===== config.mk =====
export PLATFORM = sky130hd
export DESIGN_NAME = srav_ctrl
export DESIGN_NICKNAME = d
export VERILOG_FILES = /design/src/hdl/srav_pkg.sv /design/src/hdl/srav_ctrl.sv
export SDC_FILE = /design/constraint.sdc
export NUM_CORES = 1
export LEC_CHECK = 0
export BUFFER_PORTS_ARGS = -buffer_cell sky130_fd_sc_hd__buf_2
export CORE_AREA = 4 4 41 43
export CTS_BUF_LIST = sky130_fd_sc_hd__clkbuf_4 sky130_fd_sc_hd__clkbuf_8
export CTS_CLUSTER_SIZE = 14
export DETAILED_ROUTE_END_ITERATION = 8
export DIE_AREA = 0 0 45 47
export MAX_ROUTING_LAYER = met4
export PLACE_DENSITY_LB_ADDON = 0.3
export SKIP_CTS_REPAIR_TIMING = 1
export SLEW_MARGIN = 20
export SYNTH_ARGS = -nofsm -noshare
export SYNTH_HDL_FRONTEND = slang
export SYNTH_SLANG_ARGS = --single-unit

===== constraint.sdc =====
create_clock -name clock -period 1.79 [get_ports clock]
set_input_delay 0.358 -clock clock [delete_from_list [all_inputs] [get_ports clock]]
set_output_delay 0.358 -clock clock [all_outputs]
set_load 0.02 [all_outputs]

===== src/hdl/srav_pkg.sv =====
package srav_pkg;

   localparam int CHANNELS   = 4;
   localparam int RING_DEPTH = 16384;
   localparam int MAX_PULL   = 64;

   localparam int CH_W      = (CHANNELS > 1) ? $clog2(CHANNELS) : 1;
   localparam int IDX_W     = $clog2(RING_DEPTH);
   localparam int MEM_DEPTH = CHANNELS * RING_DEPTH;
   localparam int ADDR_W    = $clog2(MEM_DEPTH);
   localparam int FW        = (IDX_W > 7) ? IDX_W : 7;
   localparam int DVD_W     = FW + 32;
   localparam int DVS_W     = 18;

   // 0.1 s and 0.002 s in Q32.32
   localparam logic [63:0] RESYNC_T = 64'd429496730;
   localparam logic [63:0] PULL_T   = 64'd8589935;

   localparam logic [1:0] OP_WRITE = 2'd0;
   localparam logic [1:0] OP_PULL  = 2'd1;
   localparam logic [1:0] OP_RESET = 2'd2;

   localparam logic CSR_RATE    = 1'b0;
   localparam logic CSR_PLAYING = 1'b1;

   typedef enum logic [3:0] {
      ST_IDLE,
      ST_DECODE,
      ST_DIV_ADV,
      ST_DIV_LAG,
      ST_CALC_A,
      ST_CALC_B,
      ST_DECIDE,
      ST_NUDGE,
      ST_FRAME_RD,
      ST_FRAME_OUT,
      ST_STATUS
   } ctrl_state_type;

   typedef struct packed {
      logic latch;
      logic do_write;
      logic do_reset;
      logic frames_init;
      logic pull_commit;
      logic div_start_adv;
      logic div_start_lag;
      logic save_adv;
      logic save_lag;
      logic calc_a;
      logic calc_b;
      logic decide;
      logic apply_ten;
      logic rd_issue;
      logic emit_frame;
      logic emit_status;
   } ctrl_cmd_type;

   typedef struct packed {
      logic [1:0] op;
      logic       invalid;
      logic       playing;
      logic       fc_zero;
      logic       div_done;
      logic       need_ten;
      logic       frame_final;
      logic       out_free;
   } ctrl_status_type;

endpackage


===== src/hdl/srav_ctrl.sv =====
module srav_ctrl (
   input  logic                      clock,
   input  logic                      reset,
   input  logic                      req_valid,
   output logic                      req_ready,
   input  srav_pkg::ctrl_status_type status,
   output srav_pkg::ctrl_cmd_type    cmd
);
   import srav_pkg::*;

   ctrl_state_type state_ff, state_in;

   always_ff @(posedge clock) begin
      if (reset) begin
         state_ff <= ST_IDLE;
      end else begin
         state_ff <= state_in;
      end
   end

   always_comb begin
      state_in  = state_ff;
      cmd       = '0;
      req_ready = 1'b0;
      case (state_ff)
         ST_IDLE: begin
            req_ready = 1'b1;
            if (req_valid) begin
               cmd.latch = 1'b1;
               state_in  = ST_DECODE;
            end
         end
         ST_DECODE: begin
            if (status.invalid) begin
               state_in = ST_STATUS;
            end else if (status.op == OP_WRITE) begin
               cmd.do_write = 1'b1;
               state_in     = ST_STATUS;
            end else if (status.op == OP_RESET) begin
               cmd.do_reset = 1'b1;
               state_in     = ST_STATUS;
            end else begin
               cmd.frames_init = 1'b1;
               if (status.playing) begin
                  cmd.pull_commit = 1'b1;
                  if (status.fc_zero) begin
                     state_in = ST_STATUS;
                  end else begin
                     cmd.div_start_adv = 1'b1;
                     state_in          = ST_DIV_ADV;
                  end
               end else if (status.fc_zero) begin
                  state_in = ST_STATUS;
               end else begin
                  state_in = ST_FRAME_RD;
               end
            end
         end
         ST_DIV_ADV: begin
            if (status.div_done) begin
               cmd.save_adv      = 1'b1;
               cmd.div_start_lag = 1'b1;
               state_in          = ST_DIV_LAG;
            end
         end
         ST_DIV_LAG: begin
            if (status.div_done) begin
               cmd.save_lag = 1'b1;
               state_in     = ST_CALC_A;
            end
         end
         ST_CALC_A: begin
            cmd.calc_a = 1'b1;
            state_in   = ST_CALC_B;
         end
         ST_CALC_B: begin
            cmd.calc_b = 1'b1;
            state_in   = ST_DECIDE;
         end
         ST_DECIDE: begin
            cmd.decide = 1'b1;
            if (status.need_ten) begin
               state_in = ST_NUDGE;
            end else begin
               state_in = ST_FRAME_RD;
            end
         end
         ST_NUDGE: begin
            cmd.apply_ten = 1'b1;
            state_in      = ST_FRAME_RD;
         end
         ST_FRAME_RD: begin
            cmd.rd_issue = 1'b1;
            state_in     = ST_FRAME_OUT;
         end
         ST_FRAME_OUT: begin
            if (status.out_free) begin
               cmd.emit_frame = 1'b1;
               state_in       = status.frame_final ? ST_IDLE : ST_FRAME_RD;
            end
         end
         ST_STATUS: begin
            if (status.out_free) begin
               cmd.emit_status = 1'b1;
               state_in        = ST_IDLE;
            end
         end
         default: begin
            state_in = ST_IDLE;
         end
      endcase
   end

endmodule


Yosys cells after proc, flatten, opt, wreduce, memory -nomap -nowiden
Index checks and enable logic that the tools add are counted.
Storage, ports and cells
  word-level logic and storage cells: 57
  bits in registers: 4
Cells by class
  muxes and demuxes: 37
  eq/ne operators: 16
  reduce and logical (&&, ||, !) cells: 3
Operator list (count)
  $mux 4: 13
  $pmux 4 s11: 1
  $eq 4x3->1 const B: 4
  $mux 1: 16
  $eq 4x4->1 const B: 3
  $mux 5: 2
  $ne 2x2->1 const B: 5
  $eq 4x2->1 const B: 2
  $mux 2: 4
  $reduce_and 5->1: 1
  $eq 4x1->1 const B: 1
  $logic_not 4->1: 1
  $mux 3: 1
  $eq 2x2->1 const B: 1
  $logic_not 2->1: 1

Depth between registers and ports, before layout
Gate-level depths: netlist of the first run.
  depth in word-level cells: 6
  mapped depth: 5
  mapped depth without buffers: 4

Least setup slack after synthesis of the first run
No wires, ideal clock.
  path kind: reg2out
  from: register state_ff[3]
  to: output port cmd[15] (netlist name)
  path slack: -0.166 ns
  path buffers: 1
  arrival: 1.598 ns
  stages on the path, launching flop included: 4
  cell sequence: dfxtp_1 -> clkbuf_1 -> nor4_1 -> and2_1
RTL lines
  start, declared: line srav_ctrl.sv:11  | ctrl_state_type state_ff, state_in;
  start signal, assigned: line srav_ctrl.sv:17  | state_ff <= state_in;
  end, declared: line srav_ctrl.sv:7  | output srav_pkg::ctrl_cmd_type cmd

==> flow_metrics.py, run 1 <==
metrics = {
    "logic_synthesis": {
        "ys_warn_count": 0,
        "synth_top_family_by_area": "simple AND/OR/NAND/NOR gates",
        "synth.yosys.seq_area_share_pct": 18.1,
        "ys_seq_elements": 4,
        "yosys-mux-area-fraction_pct": 2.27,
        "synthAdderAreaFrac_pct": 0,
        "yosysUniqueCellTypes": 28,
        "syn_inst": 66,
        "synth_compound_area_share_pct": 17.3,
        "synth-simple-area-share_pct": 51.8,
        "synth-xor-area-share_pct": 1.98,
        "syn_area_per_cell_um2": 6.69,
        "syn_area_um2": 442,
        "synthesis.nets": 78,
    },
    "sta": {
        "period_share_pct": 92.7,
        "clock_skew_ns": 0.00239,
        "slew_violations": 0,
        "hold_viol": 0,
        "tightest_slew_ns": 0.287,
        "rsz0062_at_grt": "false",
        "finalHoldWorstSlack_ns": 0.332,
        "relSlewSlack_pct": 80.6,
        "post-route-min-period_ns": 1.66,
        "finalSetupViolations": 0,
        "fin_tns_setup_ns": 0,
        "fmax_mhz": 603,
    },
    "floorplan": {
        "pin_count": 29,
        "die_y_um": 47,
        "rows": 13,
        "start_util_pct": 33.9,
        "dieArea_um2": 2120,
        "die_w_um": 45,
        "core_area_um2": 1300,
    },
    "power": {
        "clockPowerShare_pct": 12.6,
        "ir_drop_v": 0.000674,
        "switching_share_pct": 47.8,
        "power_density_nw_per_um2": 1330,
        "p_leak_uw": 0.000309,
        "comb_power_share_pct": 66.5,
        "power.internal_uw": 446,
        "seqPwrFrac_pct": 21.0,
        "p_switching_uw": 409,
    },
    "clock_network": {
        "cts.htree.levels": 1,
        "cts_buffer_depth": 2,
        "cts_tree": "built",
        "clkSlewWorstSetupHoldPaths_ns": 0.03,
        "clock_sinks": 4,
        "cts-root-buf": "clkbuf_4",
        "numCtsBuffers": 3,
        "clkLatencyLatePin_ns": 0.23,
    },
    "setup_path": {
        "slowest_stage": "dfxtp_2",
        "crit_cells": 4,
        "path_class": "flip-flop to output pin",
        "cp-endpoint": "cmd[15]",
        "start_kind": "flip-flop",
        "r2r-start": "state_ff[2]$_SDFFE_PP0P_",
        "crit_arrival_ns": 1.30,
        "crit_required_ns": 1.43,
        "reg2reg_to": "state_ff[0]$_SDFFE_PP0P_",
        "cp-end-kind": "output pin",
        "critPathLaunch": "state_ff[1]$_SDFFE_PP0P_",
        "r2r_setup_slack_ns": 0.39,
        "critPathMaxStageDelay_ns": 0.34,
        "critPathTopFamily": "simple AND/OR/NAND/NOR gates",
        "crit_fanout": 8,
        "path_buf_inv": 2,
        "path_cells": "buf_4 > nor4_2 > and2_1 > buf_2",
        "reg2reg_depth": 5,
    },
    "final_layout": {
        "largest_register_ffs": 4,
        "layout_commonest_cell": "buf_2",
        "mostFrequentLayoutCells": "buf_2 (28), nand2b_1 (8), nand2_1 (6), nor2_1 (6)",
        "regArea_um2": 82.6,
        "layout.nets": 110,
        "fillCellCount": 138,
        "drive_gt1_share_pct": 42.7,
        "largest_register": "state_ff",
        "syn_to_final_growth_pct": 45.9,
        "multi_input_area_um2": 339,
        "n_antenna_cell": 0,
        "reg_top3": "state_ff: 4 flops",
    },
    "grt": {
        "antenna_found_initial": 0,
        "grt_overflow": 0,
        "grt_usage_pct": 14.1,
        "grt_max_degree": 15,
        "first_global_vias": 527,
        "grt_pass1_wl_mm": 2.15,
    },
    "run": {
        "timing.max_cap.violations": 0,
    },
    "run_status": {
        "outcome": "completed",
    },
    "hold_path": {
        "hold_path.class": "input port to flip-flop",
    },
    "route": {
        "routed_wl_mm": 1.25,
        "drtIter0Drc": 10,
        "postRouteAntennaNets": 0,
        "num_vias": 579,
        "vias_per_cell": 5.22,
        "wire_per_inst_um": 11.3,
        "drc": 0,
        "first_pass_iters": 4,
    },
    "placement": {
        "gp_congestion": 0.825,
        "port_buffers": 28,
        "dp_hpwl_mm": 1.01,
    },
}
[layer usage]
metal  track usage, %  wire (um)  vias to the layer above
li1                 -          -                      294
met1             16.8        589                      258
met2             22.9        523                       25
met3             1.15        119                        2
met4             8.77         21                        0
met5                -          0                        -
[worst min-delay path by stage]
stage	from	endpoint	slack, ns	depth (start not counted)
5_1_grt	reset	state_ff[3]$_SDFFE_PP0P_	0.35	2
3_5_place_dp	reset	state_ff[3]$_SDFFE_PP0P_	0.58	2
3_3_place_gp	reset	state_ff[3]$_SDFFE_PP0P_	0.58	2
4_1_cts	reset	state_ff[3]$_SDFFE_PP0P_	0.34	2
2_1_floorplan	reset	state_ff[3]$_SDFFE_PP0P_	0.43	1
6_report	reset	state_ff[3]$_SDFFE_PP0P_	0.33	2
[stage by stage]
step | power [uW] | cells | util (%) | setup slack, ns | instance area (um2)
after global placement | 738 | 108 | 47.4 | 0.272 | 617
after CTS | 853 | 111 | 49.1 | 0.0152 | 639
after global routing | 934 | 111 | 49.5 | 0.0215 | 644
after detailed placement | 740 | 108 | 47.4 | 0.270 | 617
final | 855 | 111 | 49.5 | 0.131 | 644
after floorplan | 586 | 66 | - | -0.000693 | 454
[final cells by class]
class,instances,area share (%)
Multi-Input combinational cell,55,52.6
Timing Repair Buffer,33,27.6
Sequential cell,4,12.8
Clock buffer,3,3.50
Tap cell,15,2.91
Inverter,1,0.583
[logic make-up (layout without fill, tap and decap cells)]
group / count (synthesis) / after routing
and+or+nand+nor: 42 / 42
AOI/OAI and AO/OA: 11 / 11
buffers and inverters: 7 / 37
DFF: 4 / 4
xor gates and xnor gates: 1 / 1
muxes: 1 / 1
[power groups by stage]
stage,Combinational (uW),Clock (uW),Sequential [uW]
floorplan,444,0,142
global placement,568,0,170
detailed placement,566,0,173
CTS,569,112,172
global route,631,116,187
finish,568,108,179
[cell usage after synthesis]
cell	instances	area [um2]
nand2b_1	8	50.1
nand2_1	6	22.5
nor2_1	6	22.5
nor3_1	5	25.0
clkbuf_1	4	15.0
dfxtp_1	4	80.1
nor2b_1	4	25.0
nand3_1	3	15.0
nor4_1	3	18.8
a211oi_1	2	15.0
a31oi_1	2	12.5
and2_1	2	12.5
or3_1	2	12.5
a21boi_1	1	7.51
a21oi_1	1	5.00
a22oi_1	1	7.51
and3_1	1	6.26
and4b_1	1	10.0
buf_4	1	7.51
buf_6	1	11.3
inv_1	1	3.75
mux2i_1	1	10.0
nor4b_1	1	8.76
o21ai_0	1	5.00
o22ai_1	1	6.26
o2bb2ai_1	1	8.76
o41ai_1	1	8.76
xnor2_1	1	8.76
Note: power is estimated with default switching activity, not from simulation.
==> run 2, diff against run 1 <==
--- a/config.mk
+++ b/config.mk
@@ -11,8 +11,10 @@
 export CTS_CLUSTER_SIZE = 14
 export DETAILED_ROUTE_END_ITERATION = 8
 export DIE_AREA = 0 0 45 47
+export GPL_TIMING_DRIVEN = 0
 export MAX_ROUTING_LAYER = met4
 export PLACE_DENSITY_LB_ADDON = 0.3
+export RECOVER_POWER = 100
 export SKIP_CTS_REPAIR_TIMING = 1
 export SLEW_MARGIN = 20
 export SYNTH_ARGS = -nofsm -noshare
==> run 2 against run 1 <==
Clock skew about the same. Highest routed layer is now met3. Critical path depth grew 2. Clock-buffer cell count unchanged.
==> flow_metrics.py, run 2 (synthesis results as in run 1) <==
metrics = {
    "clock_network": {
        "clock_sinks": 4,
        "cts.htree.levels": 1,
        "cts_buffer_depth": 2,
        "cts_tree": "built",
        "clkSlewWorstSetupHoldPaths_ns": 0.04,
        "clkLatencyLatePin_ns": 0.23,
        "cts-root-buf": "clkbuf_4",
        "numCtsBuffers": 3,
    },
    "grt": {
        "first_global_vias": 544,
        "grt_pass1_wl_mm": 2.17,
        "grt_overflow": 0,
        "grt_usage_pct": 13.9,
        "grt_max_degree": 11,
        "antenna_found_initial": 0,
    },
    "setup_path": {
        "crit_arrival_ns": 1.35,
        "critPathMaxStageDelay_ns": 0.31,
        "reg2reg_depth": 5,
        "crit_fanout": 10,
        "slowest_stage": "dfxtp_1",
        "critPathLaunch": "state_ff[1]$_SDFFE_PP0P_",
        "r2r-start": "state_ff[1]$_SDFFE_PP0P_",
        "cp-end-kind": "output pin",
        "path_class": "flip-flop to output pin",
        "crit_required_ns": 1.43,
        "critPathTopFamily": "buffers and inverters",
        "path_buf_inv": 3,
        "r2r_setup_slack_ns": 0.41,
        "start_kind": "flip-flop",
        "path_cells": "buf_6 > nor2b_2 > nand2_1 > nor3_2 > buf_4 > buf_2",
        "reg2reg_to": "state_ff[0]$_SDFFE_PP0P_",
    },
    "sta": {
        "period_share_pct": 95.3,
        "tightest_slew_ns": 0.321,
        "finalHoldWorstSlack_ns": 0.343,
        "slew_violations": 0,
        "relSlewSlack_pct": 78.4,
        "post-route-min-period_ns": 1.71,
        "clock_skew_ns": 0.00228,
        "rsz0062_at_grt": "true",
        "hold_viol": 0,
        "finalSetupViolations": 0,
        "setup_ws_ns": 0.0844,
        "fmax_mhz": 586,
    },
    "final_layout": {
        "reg_top3": "state_ff: 4 flops",
        "fin_area_um2": 677,
        "regArea_um2": 81.3,
        "layout.nets": 111,
        "fillCellCount": 146,
        "multi_input_area_um2": 364,
        "syn_to_final_growth_pct": 53.3,
        "mostFrequentLayoutCells": "buf_2 (27), nand2b_1 (8), nand2_1 (5)",
        "drive_gt1_share_pct": 47.4,
        "final_util_pct": 52.0,
        "largest_register_ffs": 4,
        "n_antenna_cell": 0,
        "layout_commonest_cell": "buf_2",
        "largest_register": "state_ff",
    },
    "route": {
        "drtIter0Drc": 17,
        "first_pass_iters": 4,
        "postRouteAntennaNets": 0,
        "routed_wl_mm": 1.28,
        "wire_per_inst_um": 11.4,
        "drc": 0,
        "num_vias": 572,
        "vias_per_cell": 5.11,
    },
    "power": {
        "p_leak_uw": 0.000323,
        "ir_drop_v": 0.000458,
        "power_density_nw_per_um2": 1340,
    },
    "hold_path": {
        "min_from": "reset",
        "whs_path_depth": 2,
        "hold_path.class": "input port to flip-flop",
        "min_to": "state_ff[3]$_SDFFE_PP0P_",
    },
    "placement": {
        "placed_area_um2": 613,
        "port_buffers": 28,
        "gp_congestion": 0.847,
        "dp_hpwl_um": 982,
        "pre_cts_slack_ns": 0.0813,
    },
    "run_status": {
        "outcome": "completed",
    },
    "floorplan": {
        "core_area_um2": 1300,
        "die_y_um": 47,
        "rows": 13,
        "pin_count": 29,
        "start_util_pct": 33.9,
        "die_w_um": 45,
        "dieArea_um2": 2120,
    },
    "run": {
        "timing.max_cap.violations": 0,
    },
}
-- run 2: cell count changes in the layout (fill, tap and decap cells not counted), sizes merged --
cell,previous run,this run
buf,33,32
clkbuf,3,5
-- run 2: final cells by class --
type,instances,share of cell area [%]
tap,15,2.77
multi-input combinational,55,53.8
clock buffer,3,3.33
timing repair buffer,28,21.1
sequential,4,12.0
buffer,6,6.47
inverter,1,0.555
-- run 2: per-stage QoR --
step	power (uW)	setup TNS [ns]	std cells
2_1_floorplan	586	-0.000693	66
3_3_place_gp	729	0	109
3_5_place_dp	728	0	109
4_1_cts	844	-0.796	112
5_1_grt	992	-0.0498	112
6_report	904	0	112
-- run 2: worst max path at each step --
| stage | cells past startpoint | to |
|---|---|---|
| floorplan | 5 | cmd[9] |
| global placement | 5 | cmd[11] |
| detailed placement | 5 | cmd[11] |
| CTS | 5 | cmd[11] |
| global route | 6 | cmd[9] |
| finish | 6 | cmd[9] |
-- run 2: report_power, final --
part	switching [uW]	internal (uW)	total, uW
clock network	34.1	74.8	109
logic	373	268	641
registers	30.0	123	153
-- run 2: metal layers --
layer	routed length [um]	track usage [%]
met5	0	-
met2	571	22.9
met3	116	4.60
met1	591	17.5
met4	0	0
-- run 2: worst reg2reg max path: stages, from the launching register on --
cell and delay [ns]:
dfxtp_1 0.30, buf_6 0.14, or3_1 0.36, a21oi_1 0.20
a21boi_1 0.13, mux2i_1 0.13
==> run 3, diff against run 2 <==
==> constraint.sdc (replaced) <==
create_clock -name clock -period 1.79 [get_ports clock]
set_input_delay 0.0895 -clock clock [delete_from_list [all_inputs] [get_ports clock]]
set_output_delay 0.0895 -clock clock [all_outputs]
set_load 0.02 [all_outputs]
==> run 3 against run 2 <==
Sequential power is 6% lower. Die area stayed put. Clock-buffer cell count stayed put. Largest cell class unchanged. Total power is 9.8% lower. First-iteration DRC count is 18% lower. Cell area is 9.2% lower. Maximum frequency is 3.7% higher. Non-clock buffer count stayed put. Global-route usage is 1.5 points higher. Combinational power is 13% lower. Via count is 9.1% higher.
==> flow_metrics.py, run 3 (synthesis results as in run 1) <==
metrics = {
    "floorplan": {
        "core_area_um2": 1300,
        "rows": 13,
        "pin_count": 29,
        "start_util_pct": 33.9,
        "die_y_um": 47,
        "die_w_um": 45,
        "dieArea_um2": 2120,
    },
    "setup_path": {
        "crit_arrival_ns": 1.56,
        "start_kind": "flip-flop",
        "slowest_stage": "dfxtp_1",
        "reg2reg_to": "state_ff[0]$_SDFFE_PP0P_",
        "path_class": "flip-flop to output pin",
        "reg2reg_depth": 5,
        "cp-end-kind": "output pin",
        "crit_required_ns": 1.70,
        "crit_fanout": 6,
        "path_cells": "nor2b_2 > nand2_1 > nor4b_1 > clkbuf_2",
        "r2r-start": "state_ff[1]$_SDFFE_PP0P_",
        "path_buf_inv": 1,
        "r2r_setup_slack_ns": 0.27,
        "critPathTopFamily": "simple AND/OR/NAND/NOR gates",
        "critPathMaxStageDelay_ns": 0.39,
    },
    "final_layout": {
        "final_util_pct": 47.2,
        "fin_area_um2": 614,
        "layout.nets": 111,
        "layout_commonest_cell": "buf_2",
        "largest_register_ffs": 4,
        "mostFrequentLayoutCells": "buf_2 (16), clkbuf_2 (9), clkbuf_1 (8), nand2b_1 (8)",
        "fillCellCount": 159,
        "syn_to_final_growth_pct": 39.1,
        "reg_top3": "state_ff: 4 flops",
        "n_antenna_cell": 0,
        "drive_gt1_share_pct": 30.9,
        "largest_register": "state_ff",
    },
    "sta": {
        "fin_tns_setup_ns": 0,
        "finalSetupViolations": 0,
        "fmax_mhz": 608,
        "tightest_slew_ns": 0.435,
        "clock_skew_ns": 0.00419,
        "hold_viol": 0,
        "post-route-min-period_ns": 1.65,
        "period_share_pct": 91.9,
        "relSlewSlack_pct": 71.0,
        "slew_violations": 0,
        "rsz0062_at_grt": "false",
    },
    "clock_network": {
        "clock_sinks": 4,
        "cts.htree.levels": 1,
        "numCtsBuffers": 3,
        "cts-root-buf": "clkbuf_4",
        "cts_buffer_depth": 2,
        "clkLatencyLatePin_ns": 0.24,
        "clkSlewWorstSetupHoldPaths_ns": 0.04,
        "cts_tree": "built",
    },
    "route": {
        "num_vias": 624,
        "drc": 0,
        "routed_wl_mm": 1.34,
        "drtIter0Drc": 14,
        "vias_per_cell": 5.57,
        "wire_per_inst_um": 12.0,
        "postRouteAntennaNets": 0,
        "first_pass_iters": 4,
    },
    "power": {
        "switching_share_pct": 51.1,
        "ir_drop_v": 0.000543,
        "p_switching_uw": 417,
        "p_leak_uw": 0.000271,
        "power_density_nw_per_um2": 1330,
        "clockPowerShare_pct": 14.0,
        "seqPwrFrac_pct": 17.7,
        "comb_power_share_pct": 68.3,
        "power.internal_uw": 398,
    },
    "hold_path": {
        "whs_path_depth": 2,
        "min_from": "reset",
        "hold_path.class": "input port to flip-flop",
        "min_to": "state_ff[3]$_SDFFE_PP0P_",
    },
    "placement": {
        "port_buffers": 28,
        "gp_congestion": 0.768,
        "dp_hpwl_mm": 1.02,
        "placed_area_um2": 601,
    },
    "run_status": {
        "outcome": "completed",
    },
    "run": {
        "timing.max_cap.violations": 0,
    },
    "grt": {
        "first_global_vias": 522,
        "grt_overflow": 0,
        "antenna_found_initial": 0,
        "grt_usage_pct": 15.4,
        "grt_max_degree": 11,
        "grt_pass1_wl_mm": 2.32,
    },
}
==> run 3: changes by cell type in the layout (fill, tap and decap cells not counted), sizes merged <==
cell | previous run | this run
buf | 32 | 17
clkbuf | 5 | 20
==> run 3: power groups by stage <==
| stage | registers, uW | clock network, uW | logic, uW |
|---|---|---|---|
| 6_report | 144 | 114 | 557 |
| 4_1_cts | 146 | 115 | 569 |
| 3_3_place_gp | 148 | 0 | 564 |
| 2_1_floorplan | 142 | 0 | 429 |
| 5_1_grt | 148 | 122 | 614 |
| 3_5_place_dp | 147 | 0 | 567 |
==> run 3: how the worst max path moves through the flow <==
stage	startpoint	endpoint	cells past startpoint
after floorplan	state_ff[3]$_SDFFE_PP0P_	cmd[15]	3
after global placement	state_ff[0]$_SDFFE_PP0P_	cmd[13]	4
after detailed placement	state_ff[0]$_SDFFE_PP0P_	cmd[13]	4
after CTS	state_ff[0]$_SDFFE_PP0P_	cmd[13]	4
after global routing	state_ff[1]$_SDFFE_PP0P_	cmd[9]	6
final	state_ff[0]$_SDFFE_PP0P_	cmd[13]	4
==> run 3: layout make-up <==
type	count	area [um2]	share of cell area, %
multi-input cells	55	327	53.2
well taps	15	18.8	3.05
repair buffers	28	135	22.0
clock buffers	3	22.5	3.67
plain buffers	6	27.5	4.48
inverters	1	3.75	0.611
flip-flops and latches	4	80.1	13.0
==> run 3: per-stage QoR <==
stage          hold slack, ns  worst slack [ns]  total power [uW]  std cells
6_report               0.0651             0.145               816        112
5_1_grt                0.0744           0.00372               884        112
4_1_cts                0.0666            0.0580               830        112
3_5_place_dp            0.316             0.319               714        109
3_3_place_gp            0.309             0.320               712        109
2_1_floorplan           0.159             0.102               571         66
==> run 3: per-layer routing <==
| layer | vias to the layer above | track usage (%) | share of wire (%) |
|---|---|---|---|
| li1 | 301 | - | - |
| met1 | 285 | 19.8 | 42 |
| met2 | 33 | 21.8 | 45 |
| met3 | 5 | 2.68 | 9.9 |
| met4 | 0 | 10.5 | 3.2 |
| met5 | - | - | 0 |
